==> config.mk <==
export PLATFORM = sky130hd
export DESIGN_NAME = round_robin_task_scheduler
export DESIGN_NICKNAME = d
export VERILOG_FILES = /design/src/rtl/core/rrts_pkg.sv /design/src/rtl/core/round_robin_task_scheduler.sv
export VERILOG_INCLUDE_DIRS = /design/src /design/src/rtl/core
export SDC_FILE = /design/constraint.sdc
export NUM_CORES = 1
export LEC_CHECK = 0
export BUFFER_PORTS_ARGS = -buffer_cell sky130_fd_sc_hd__buf_2
export CORE_MARGIN = 10
export CORE_UTILIZATION = 55
export CTS_BUF_LIST = sky130_fd_sc_hd__clkbuf_16
export CTS_CLUSTER_SIZE = 24
export DETAILED_ROUTE_END_ITERATION = 10
export GPL_ROUTABILITY_DRIVEN = 0
export GPL_TIMING_DRIVEN = 0
export PLACE_DENSITY = 0.8
export SYNTH_ARGS = -nofsm -noshare
export SYNTH_HDL_FRONTEND = slang
export SYNTH_SLANG_ARGS = --single-unit
==> constraint.sdc <==
create_clock -name clk -period 7.9 [get_ports clk]
set_input_delay 0.79 -clock clk [delete_from_list [all_inputs] [get_ports clk]]
set_output_delay 0.79 -clock clk [all_outputs]
set_load 0.02 [all_outputs]
==> src/rtl/core/round_robin_task_scheduler_macros.svh <==
// ----------------------------------------------------------------------------
// Round-robin task scheduler: assertion macros
// Shared concurrent assertion forms, clocked on clk and muted during reset.
// ----------------------------------------------------------------------------
`ifndef ROUND_ROBIN_TASK_SCHEDULER_MACROS_SVH
`define ROUND_ROBIN_TASK_SCHEDULER_MACROS_SVH

// The consequent must hold in the same cycle as the antecedent.
`define RRTS_ASSERT_SAME(lbl, ante, cons, msg) \
  lbl: assert property (@(posedge clk) disable iff (!rst_n) (ante) |-> (cons)) \
    else $error(msg);

// The consequent must hold in the cycle after the antecedent.
`define RRTS_ASSERT_NEXT(lbl, ante, cons, msg) \
  lbl: assert property (@(posedge clk) disable iff (!rst_n) (ante) |=> (cons)) \
    else $error(msg);

`endif

==> src/rtl/core/rrts_pkg.sv <==
// ----------------------------------------------------------------------------
// Round-robin task scheduler package
// Sizes, operation codes, result codes and task state codes.
// ----------------------------------------------------------------------------
package rrts_pkg;

  // Table size and id width.
  localparam int MAX_TASKS = 16;
  localparam int ID_WIDTH  = 16;
  localparam int SLOT_W    = (MAX_TASKS > 1) ? $clog2(MAX_TASKS) : 1;

  localparam logic [SLOT_W-1:0] LAST_SLOT = SLOT_W'(MAX_TASKS - 1);

  // Operation codes carried by in_func; the two top codes do nothing.
  typedef enum logic [2:0] {
    FUNC_CREATE  = 3'd0,
    FUNC_BLOCK   = 3'd1,
    FUNC_READY   = 3'd2,
    FUNC_KILL    = 3'd3,
    FUNC_YIELD   = 3'd4,
    FUNC_COLLECT = 3'd5
  } func_t;

  // Result codes carried by out_status.
  typedef enum logic [1:0] {
    RES_OK        = 2'd0,
    RES_NOT_FOUND = 2'd1,
    RES_FULL      = 2'd2,
    RES_EXHAUSTED = 2'd3
  } res_t;

  // Per-task state codes held in the table.
  typedef enum logic [1:0] {
    TS_READY   = 2'd0,
    TS_RUNNING = 2'd1,
    TS_BLOCKED = 2'd2,
    TS_DEAD    = 2'd3
  } task_st_t;

endpackage

==> src/rtl/core/round_robin_task_scheduler.sv <==
// ----------------------------------------------------------------------------
// Round-robin task scheduler
// Task table with create, block, ready, kill, yield and collect requests.
// A small sequencer walks the table one slot per cycle through a single
// read port, collecting lookup, free-slot and yield-candidate results.
//
//   channel  direction  fields                               handshake
//   in_      input      func, task_id                        in_valid/in_ready
//   out_     output     status, new_id, running_id           out_valid/out_ready
//
// Each request walks the whole table; a yield that hands over from a running
// task adds a fixup step, and the result then waits until it is taken.
// The walk reads the table memory one slot per cycle.
// Reset (rst_n low, synchronous) empties the table, clears the running task
// and sets the next id to 1. Table contents are not cleared: the used bits
// guard them. A new request is taken only once the result has been taken.
// ----------------------------------------------------------------------------
`include "round_robin_task_scheduler_macros.svh"

module round_robin_task_scheduler (
  input  logic                           clk,
  input  logic                           rst_n,
  input  logic                           in_valid,
  output logic                           in_ready,
  input  logic [2:0]                     in_func,
  input  logic [rrts_pkg::ID_WIDTH-1:0]  in_task_id,
  output logic                           out_valid,
  input  logic                           out_ready,
  output logic [1:0]                     out_status,
  output logic [rrts_pkg::ID_WIDTH-1:0]  out_new_id,
  output logic signed [rrts_pkg::ID_WIDTH:0] out_running_id
);

  import rrts_pkg::*;

  typedef enum logic [4:0] {
    S_IDLE   = 5'b00001,
    S_SCAN   = 5'b00010,
    S_COMMIT = 5'b00100,
    S_FIXUP  = 5'b01000,
    S_RESP   = 5'b10000
  } state_t;

  // Table memories: id and state per slot, one write and one read per cycle.
  logic [ID_WIDTH-1:0] id_mem [MAX_TASKS];
  task_st_t            st_mem [MAX_TASKS];

  state_t              state_r, state_nxt;
  logic [2:0]          req_func_r, req_func_nxt;
  logic [ID_WIDTH-1:0] req_id_r, req_id_nxt;

  logic [SLOT_W-1:0]   scan_idx_r, scan_idx_nxt;
  logic                issue_done_r, issue_done_nxt;
  logic                rd_vld_r, rd_vld_nxt;
  logic [SLOT_W-1:0]   rd_idx_r;
  logic [ID_WIDTH-1:0] rd_id_r;
  task_st_t            rd_st_r;

  logic                free_fnd_r, free_fnd_nxt;
  logic [SLOT_W-1:0]   free_slot_r, free_slot_nxt;
  logic                any_used_r, any_used_nxt;
  logic                hit_r, hit_nxt;
  logic [SLOT_W-1:0]   hit_slot_r, hit_slot_nxt;
  task_st_t            cur_st_r, cur_st_nxt;
  logic                first_fnd_r, first_fnd_nxt;
  logic [SLOT_W-1:0]   first_slot_r, first_slot_nxt;
  logic [ID_WIDTH-1:0] first_id_r, first_id_nxt;
  logic                after_fnd_r, after_fnd_nxt;
  logic [SLOT_W-1:0]   after_slot_r, after_slot_nxt;
  logic [ID_WIDTH-1:0] after_id_r, after_id_nxt;
  logic [SLOT_W-1:0]   fix_slot_r, fix_slot_nxt;

  logic [MAX_TASKS-1:0] slot_used_r, slot_used_nxt;
  logic                running_valid_r, running_valid_nxt;
  logic [SLOT_W-1:0]   running_slot_r, running_slot_nxt;
  logic [ID_WIDTH-1:0] run_id_r, run_id_nxt;
  logic [ID_WIDTH:0]   id_counter_r, id_counter_nxt;

  logic [1:0]          out_status_r, out_status_nxt;
  logic [ID_WIDTH-1:0] out_new_id_r, out_new_id_nxt;

  logic                id_we;
  logic [SLOT_W-1:0]   id_waddr;
  logic [ID_WIDTH-1:0] id_wdata;
  logic                st_we;
  logic [SLOT_W-1:0]   st_waddr;
  task_st_t            st_wdata;

  logic                rd_used;
  logic                rd_cand;
  logic                pick_fnd;
  logic [SLOT_W-1:0]   pick_slot;
  logic [ID_WIDTH-1:0] pick_id;

  // Handshake and result ports.
  assign in_ready   = (state_r == S_IDLE);
  assign out_valid  = (state_r == S_RESP);
  assign out_status = out_status_r;
  assign out_new_id = out_new_id_r;
  assign out_running_id = (running_valid_r && slot_used_r[running_slot_r]) ?
                          {1'b0, run_id_r} : '1;

  // Per-slot decode of the returned read data.
  assign rd_used = slot_used_r[rd_idx_r];
  assign rd_cand = rd_used && (rd_st_r == TS_READY) &&
                   !(running_valid_r && (rd_idx_r == running_slot_r));

  // Yield choice: the next ready id after the current one, else the smallest.
  assign pick_fnd  = after_fnd_r || first_fnd_r;
  assign pick_slot = after_fnd_r ? after_slot_r : first_slot_r;
  assign pick_id   = after_fnd_r ? after_id_r : first_id_r;

  // Sequencer and table update.
  always_comb begin
    state_nxt         = state_r;
    req_func_nxt      = req_func_r;
    req_id_nxt        = req_id_r;
    scan_idx_nxt      = scan_idx_r;
    issue_done_nxt    = issue_done_r;
    rd_vld_nxt        = 1'b0;
    free_fnd_nxt      = free_fnd_r;
    free_slot_nxt     = free_slot_r;
    any_used_nxt      = any_used_r;
    hit_nxt           = hit_r;
    hit_slot_nxt      = hit_slot_r;
    cur_st_nxt        = cur_st_r;
    first_fnd_nxt     = first_fnd_r;
    first_slot_nxt    = first_slot_r;
    first_id_nxt      = first_id_r;
    after_fnd_nxt     = after_fnd_r;
    after_slot_nxt    = after_slot_r;
    after_id_nxt      = after_id_r;
    fix_slot_nxt      = fix_slot_r;
    slot_used_nxt     = slot_used_r;
    running_valid_nxt = running_valid_r;
    running_slot_nxt  = running_slot_r;
    run_id_nxt        = run_id_r;
    id_counter_nxt    = id_counter_r;
    out_status_nxt    = out_status_r;
    out_new_id_nxt    = out_new_id_r;
    id_we             = 1'b0;
    id_waddr          = free_slot_r;
    id_wdata          = id_counter_r[ID_WIDTH-1:0];
    st_we             = 1'b0;
    st_waddr          = hit_slot_r;
    st_wdata          = TS_READY;

    case (state_r)
      S_IDLE: begin
        if (in_valid) begin
          req_func_nxt   = in_func;
          req_id_nxt     = in_task_id;
          scan_idx_nxt   = '0;
          issue_done_nxt = 1'b0;
          free_fnd_nxt   = 1'b0;
          any_used_nxt   = 1'b0;
          hit_nxt        = 1'b0;
          first_fnd_nxt  = 1'b0;
          after_fnd_nxt  = 1'b0;
          cur_st_nxt     = TS_READY;
          out_status_nxt = RES_OK;
          out_new_id_nxt = '0;
          state_nxt      = S_SCAN;
        end
      end

      S_SCAN: begin
        // Issue one read per cycle until the last slot has been addressed.
        if (!issue_done_r) begin
          rd_vld_nxt     = 1'b1;
          scan_idx_nxt   = scan_idx_r + 1'b1;
          issue_done_nxt = (scan_idx_r == LAST_SLOT);
        end
        // Fold the slot read in the previous cycle into the running results.
        if (rd_vld_r) begin
          if (!rd_used && !free_fnd_r) begin
            free_fnd_nxt  = 1'b1;
            free_slot_nxt = rd_idx_r;
          end
          if (rd_used) begin
            any_used_nxt = 1'b1;
          end
          if (rd_used && !hit_r && (rd_id_r == req_id_r)) begin
            hit_nxt      = 1'b1;
            hit_slot_nxt = rd_idx_r;
          end
          if (rd_idx_r == running_slot_r) begin
            cur_st_nxt = rd_st_r;
          end
          if (rd_cand && (!first_fnd_r || (rd_id_r < first_id_r))) begin
            first_fnd_nxt  = 1'b1;
            first_slot_nxt = rd_idx_r;
            first_id_nxt   = rd_id_r;
          end
          if (rd_cand && running_valid_r && (rd_id_r > run_id_r) &&
              (!after_fnd_r || (rd_id_r < after_id_r))) begin
            after_fnd_nxt  = 1'b1;
            after_slot_nxt = rd_idx_r;
            after_id_nxt   = rd_id_r;
          end
          // Collect frees dead slots as the walk passes them.
          if ((req_func_r == FUNC_COLLECT) && rd_used && (rd_st_r == TS_DEAD)) begin
            slot_used_nxt[rd_idx_r] = 1'b0;
            if (running_valid_r && (running_slot_r == rd_idx_r)) begin
              running_valid_nxt = 1'b0;
            end
          end
          if (rd_idx_r == LAST_SLOT) begin
            state_nxt = S_COMMIT;
          end
        end
      end

      S_COMMIT: begin
        state_nxt = S_RESP;
        case (req_func_r)
          FUNC_CREATE: begin
            if (!free_fnd_r) begin
              out_status_nxt = RES_FULL;
            end else if (id_counter_r[ID_WIDTH]) begin
              out_status_nxt = RES_EXHAUSTED;
            end else begin
              id_we    = 1'b1;
              id_waddr = free_slot_r;
              id_wdata = id_counter_r[ID_WIDTH-1:0];
              st_we    = 1'b1;
              st_waddr = free_slot_r;
              st_wdata = any_used_r ? TS_READY : TS_RUNNING;
              slot_used_nxt[free_slot_r] = 1'b1;
              out_new_id_nxt = id_counter_r[ID_WIDTH-1:0];
              id_counter_nxt = id_counter_r + 1'b1;
              if (!any_used_r) begin
                running_valid_nxt = 1'b1;
                running_slot_nxt  = free_slot_r;
                run_id_nxt        = id_counter_r[ID_WIDTH-1:0];
              end
            end
          end

          FUNC_BLOCK, FUNC_READY, FUNC_KILL: begin
            if (!hit_r) begin
              out_status_nxt = RES_NOT_FOUND;
            end else begin
              st_we    = 1'b1;
              st_waddr = hit_slot_r;
              if (req_func_r == FUNC_BLOCK) begin
                st_wdata = TS_BLOCKED;
                if (running_valid_r && (running_slot_r == hit_slot_r)) begin
                  running_valid_nxt = 1'b0;
                end
              end else if (req_func_r == FUNC_READY) begin
                st_wdata = TS_READY;
              end else begin
                st_wdata = TS_DEAD;
              end
            end
          end

          FUNC_YIELD: begin
            if (pick_fnd) begin
              st_we             = 1'b1;
              st_waddr          = pick_slot;
              st_wdata          = TS_RUNNING;
              running_valid_nxt = 1'b1;
              running_slot_nxt  = pick_slot;
              run_id_nxt        = pick_id;
              fix_slot_nxt      = running_slot_r;
              // The previous running task steps back to ready.
              if (running_valid_r && (cur_st_r == TS_RUNNING)) begin
                state_nxt = S_FIXUP;
              end
            end else if (running_valid_r &&
                         ((cur_st_r == TS_RUNNING) || (cur_st_r == TS_READY))) begin
              st_we    = 1'b1;
              st_waddr = running_slot_r;
              st_wdata = TS_RUNNING;
            end
          end

          default: begin
          end
        endcase
      end

      S_FIXUP: begin
        st_we     = 1'b1;
        st_waddr  = fix_slot_r;
        st_wdata  = TS_READY;
        state_nxt = S_RESP;
      end

      S_RESP: begin
        if (out_ready) begin
          state_nxt = S_IDLE;
        end
      end

      default: begin
        state_nxt = S_IDLE;
      end
    endcase
  end

  // Control state.
  always_ff @(posedge clk) begin
    if (!rst_n) begin
      state_r         <= S_IDLE;
      issue_done_r    <= 1'b0;
      rd_vld_r        <= 1'b0;
      slot_used_r     <= '0;
      running_valid_r <= 1'b0;
      running_slot_r  <= '0;
      id_counter_r    <= (ID_WIDTH + 1)'(1);
    end else begin
      state_r         <= state_nxt;
      issue_done_r    <= issue_done_nxt;
      rd_vld_r        <= rd_vld_nxt;
      slot_used_r     <= slot_used_nxt;
      running_valid_r <= running_valid_nxt;
      running_slot_r  <= running_slot_nxt;
      id_counter_r    <= id_counter_nxt;
    end
  end

  // Request, walk results and result payload.
  always_ff @(posedge clk) begin
    req_func_r   <= req_func_nxt;
    req_id_r     <= req_id_nxt;
    scan_idx_r   <= scan_idx_nxt;
    free_fnd_r   <= free_fnd_nxt;
    free_slot_r  <= free_slot_nxt;
    any_used_r   <= any_used_nxt;
    hit_r        <= hit_nxt;
    hit_slot_r   <= hit_slot_nxt;
    cur_st_r     <= cur_st_nxt;
    first_fnd_r  <= first_fnd_nxt;
    first_slot_r <= first_slot_nxt;
    first_id_r   <= first_id_nxt;
    after_fnd_r  <= after_fnd_nxt;
    after_slot_r <= after_slot_nxt;
    after_id_r   <= after_id_nxt;
    fix_slot_r   <= fix_slot_nxt;
    run_id_r     <= run_id_nxt;
    out_status_r <= out_status_nxt;
    out_new_id_r <= out_new_id_nxt;
  end

  // Table memories: registered read at the walk address, single write port.
  always_ff @(posedge clk) begin
    rd_idx_r <= scan_idx_r;
    rd_id_r  <= id_mem[scan_idx_r];
    rd_st_r  <= st_mem[scan_idx_r];
    if (id_we) begin
      id_mem[id_waddr] <= id_wdata;
    end
    if (st_we) begin
      st_mem[st_waddr] <= st_wdata;
    end
  end

  // Checks on the sequencer and the running-task bookkeeping.
  `RRTS_ASSERT_SAME(a_no_overlap, out_valid, !in_ready, "request taken while a result waits")
  `RRTS_ASSERT_NEXT(a_accept_scan, in_valid && in_ready, state_r == S_SCAN, "accepted request did not start a walk")
  `RRTS_ASSERT_SAME(a_run_used, (state_r == S_IDLE) && running_valid_r, slot_used_r[running_slot_r], "running task is not in the table")
  `RRTS_ASSERT_SAME(a_id_limit, 1'b1, id_counter_r <= {1'b1, {ID_WIDTH{1'b0}}}, "id counter ran past the last id")
  `RRTS_ASSERT_NEXT(a_result_done, out_valid && out_ready, in_ready, "scheduler did not return to idle after a result")

endmodule
==> impl_metrics.env <==
export IMPL_status="finished clean"
export IMPL_vias_per_cell=6.404
export IMPL_cts_setup_buffers=0
export IMPL_antenna_left=0
export IMPL_antenna_found_initial=0
export IMPL_avgSynthCellArea_um2=15.86
export IMPL_crit_path_end_kind="output port"
export IMPL_ioPinCount=60
export IMPL_cts_buffers_inserted=46
export IMPL_start_kind="flip-flop"
export IMPL_report_power_total_mw=5.302
export IMPL_synthesis_nets=1337
export IMPL_power_leakage_nw=7.385
export IMPL_nNetsFinal=1465
export IMPL_critPathRequiredTime_ns=7.11
export IMPL_cts_tree="built"
export IMPL_portBuffers=58
export IMPL_grt_ovfl_total=0
export IMPL_syn_inst=1266
export IMPL_dieArea_um2=44540
export IMPL_grt_pass1_vias=12270
export IMPL_grt_pass1_wl_um=75730
export IMPL_mostFrequentLayoutCell="edfxtp_1"
export IMPL_synth_compound_area_share_pct=5.635
export IMPL_row_count=69
export IMPL_synth_fa_ha_area_share_pct=2.992
export IMPL_htree_levels=2
export IMPL_final_hold_violation_count=0
export IMPL_path_class="flip-flop to output port"
export IMPL_synthSimpleGateAreaFrac_pct=7.816
export IMPL_synth_mux_area_share_pct=12.48
export IMPL_yosys_warnings=0
export IMPL_min_period_over_period_pct=50.83
export IMPL_clk_path_buf_depth=3
export IMPL_largest_reg_flops=256
export IMPL_cts_sinks=471
export IMPL_critPathMaxFanout=10
export IMPL_synthFlopType="edfxtp_1"
export IMPL_holdBufCountCts=0
export IMPL_yosysSeqAreaShare_pct=67.12
export IMPL_slew_limit_headroom_pct=26.34
export IMPL_p_per_area_nw_per_um2=232.6
export IMPL_max_freq_mhz=249.0
export IMPL_reg_largest_list="id_mem: 256 flops, st_mem: 32 flops, id_counter_r: 17 flops"
export IMPL_synth_top_family_by_area="multiplexers"
export IMPL_drt_initial_drc_count=1419
export IMPL_drc=0
export IMPL_rsz0062_at_grt="false"
export IMPL_globalRouteTotalUtil_pct=22.42
export IMPL_tns_ns=0
export IMPL_coreArea_um2=35830
export IMPL_via_count=12100
export IMPL_crit_slowest_cell="mux4_2"
export IMPL_diodes=0
export IMPL_mostFrequentLayoutCells="404 x edfxtp_1, 99 x mux4_2, 74 x inv_1, 74 x nor2_1, 68 x buf_2"
export IMPL_ys_types=63
export IMPL_grt_max_degree=24
export IMPL_worst_pin_slew_ns=1.101
export IMPL_cp_cell_sequence="clkbuf_1 -> mux4_2 -> mux4_2 -> buf_1 -> nand3_1 -> buf_2"
export IMPL_worst_path_largest_cell_delay_ns=0.62
export IMPL_cap_viol_max_count=0
export IMPL_top_register="id_mem"
export IMPL_clkLatencyLatePin_ns=0.57
export IMPL_dr_pass1_iters=7
export IMPL_finalSetupViolCount=0
export IMPL_hpwl_um=33370
export IMPL_ir_worst_vdd_v=0.0001580
export IMPL_wl_um=49720
export IMPL_fin_worst_skew_ns=0.01729
export IMPL_critPathTopFamily="multiplexers"
export IMPL_finalMaxSlewViolations=0
export IMPL_die_y_um=211.0
export IMPL_crit_path_frequent_cell="mux4_2"
export IMPL_synth_xor_area_share_pct=1.527
export IMPL_async_flop_share_pct=0
export IMPL_finalCriticalPeriod_ns=4.016
export IMPL_wl_per_cell_um=26.31
export IMPL_syn2layout_area_growth_pct=13.56
export IMPL_path_clk_slew_ns=0.06
export IMPL_min_path_type="primary input to flip-flop"
export IMPL_ys_ff_latch=471
export IMPL_worst_path_buf_inv=3
export IMPL_die_w_um=211.0
export IMPL_drive_gt1_share_pct=20.57
export IMPL_ctsResizeCount=0
export IMPL_crit_arrival_ns=3.23
export IMPL_synth_edff_count=404
export IMPL_syn_area_um2=20070
export IMPL_cts_root_buf="clkbuf_16"
export IMPL_start_util_pct=56.03
==> cell families (layout without fill, tap and decap cells) <==
| family | after synthesis | after routing |
|---|---|---|
| simple gates | 295 | 295 |
| flops | 471 | 471 |
| mux | 126 | 126 |
| compound gates | 168 | 168 |
| fa+ha+maj | 48 | 48 |
| xor+xnor | 35 | 35 |
| buf+inv | 123 | 286 |
==> where the power goes <==
part	switching (mW)	total, mW	leakage (nW)	internal [mW]
logic	0.222	0.363	2.61	0.142
clock network	0.941	2.18	0.764	1.23
registers	0.0436	2.76	4.01	2.72
total	1.21	5.30	7.38	4.10
==> worst reg2reg max path: cells and delay by family, from the launching register on <==
kind                     cells  cell delay (ns)
AO/OA/AOI/OAI                3             1.51
flip-flops                   1             0.59
buffers and inverters        2             0.57
AND/OR/NAND/NOR              1             0.55
adder cells (fa/ha/maj)      1             0.31
==> routing by layer <==
layer / global-route usage (%) / vias to the layer above / wire length (um)
li1: - / 5189 / -
met1: 28.45 / 6035 / 18790
met2: 37.40 / 744 / 24440
met3: 4.599 / 135 / 4730
met4: 8.516 / 0 / 1759
met5: 0 / - / 0
==> cell usage after synthesis (9+ instances only) <==
library cell / number / area [um^2]
edfxtp_1: 404 / 12130
mux4_2: 99 / 2230
nor2_1: 83 / 311.6
dfxtp_1: 67 / 1341
inv_1: 64 / 240.2
ha_1: 48 / 600.6
a21oi_1: 47 / 235.2
clkbuf_1: 38 / 142.6
nand2_1: 37 / 138.9
nand3_1: 35 / 175.2
o21ai_0: 28 / 140.1
and2_1: 26 / 162.7
mux2i_1: 25 / 250.2
xnor2_1: 24 / 210.2
nor3_1: 19 / 95.09
o21a_1: 17 / 127.6
nand4_1: 16 / 100.1
a211oi_1: 13 / 97.59
nand2b_1: 12 / 75.07
xor2_1: 11 / 96.34
nor3b_1: 10 / 75.07
a21o_1: 9 / 67.56
buf_1: 9 / 33.78
buf_2: 9 / 45.04
or2_2: 9 / 56.30
or3_1: 9 / 56.30
==> area by class of cell <==
class                           count  area (um^2)
Sequential cell                   471        13470
Fill cell                        2388        13030
Multi-Input combinational cell    672         6163
Clock buffer                       46         1151
Timing Repair Buffer               80        594.3
Tap cell                          461        576.8
Clock inverter                     37        349.1
Buffer                             59        247.7
Inverter                           64        240.2
==> per-stage QoR <==
stage	setup WS (ns)	util, %	instance area (um^2)	std cells	hold WS, ns
final	3.884	63.62	22800	1890	0.3913
after global routing	3.754	63.62	22800	1890	0.3775
after CTS	3.864	63.60	22790	1889	0.3684
after detailed placement	4.108	59.42	21290	1806	0.3916
after global placement	0.3689	58.45	20940	1785	0.3787
after floorplan	2.545	-	20070	1266	0.3662
==> final timing paths <==
kind,startpoint,to,slack (ns),cells past startpoint
max,running_slot_r[0]$_SDFFE_PN0P_,out_running_id[13],3.88,6
min,in_task_id[9],req_id_r[9]$_DFFE_PP_,0.39,1
max reg2reg,rd_id_r[1]$_DFF_P_,after_id_r[9]$_DFFE_PP_,4.06,7
min reg2reg,scan_idx_r[3]$_SDFFCE_PN0P_,rd_idx_r[3]$_DFF_P_,0.41,0
Power figures use the tool's default switching activity.
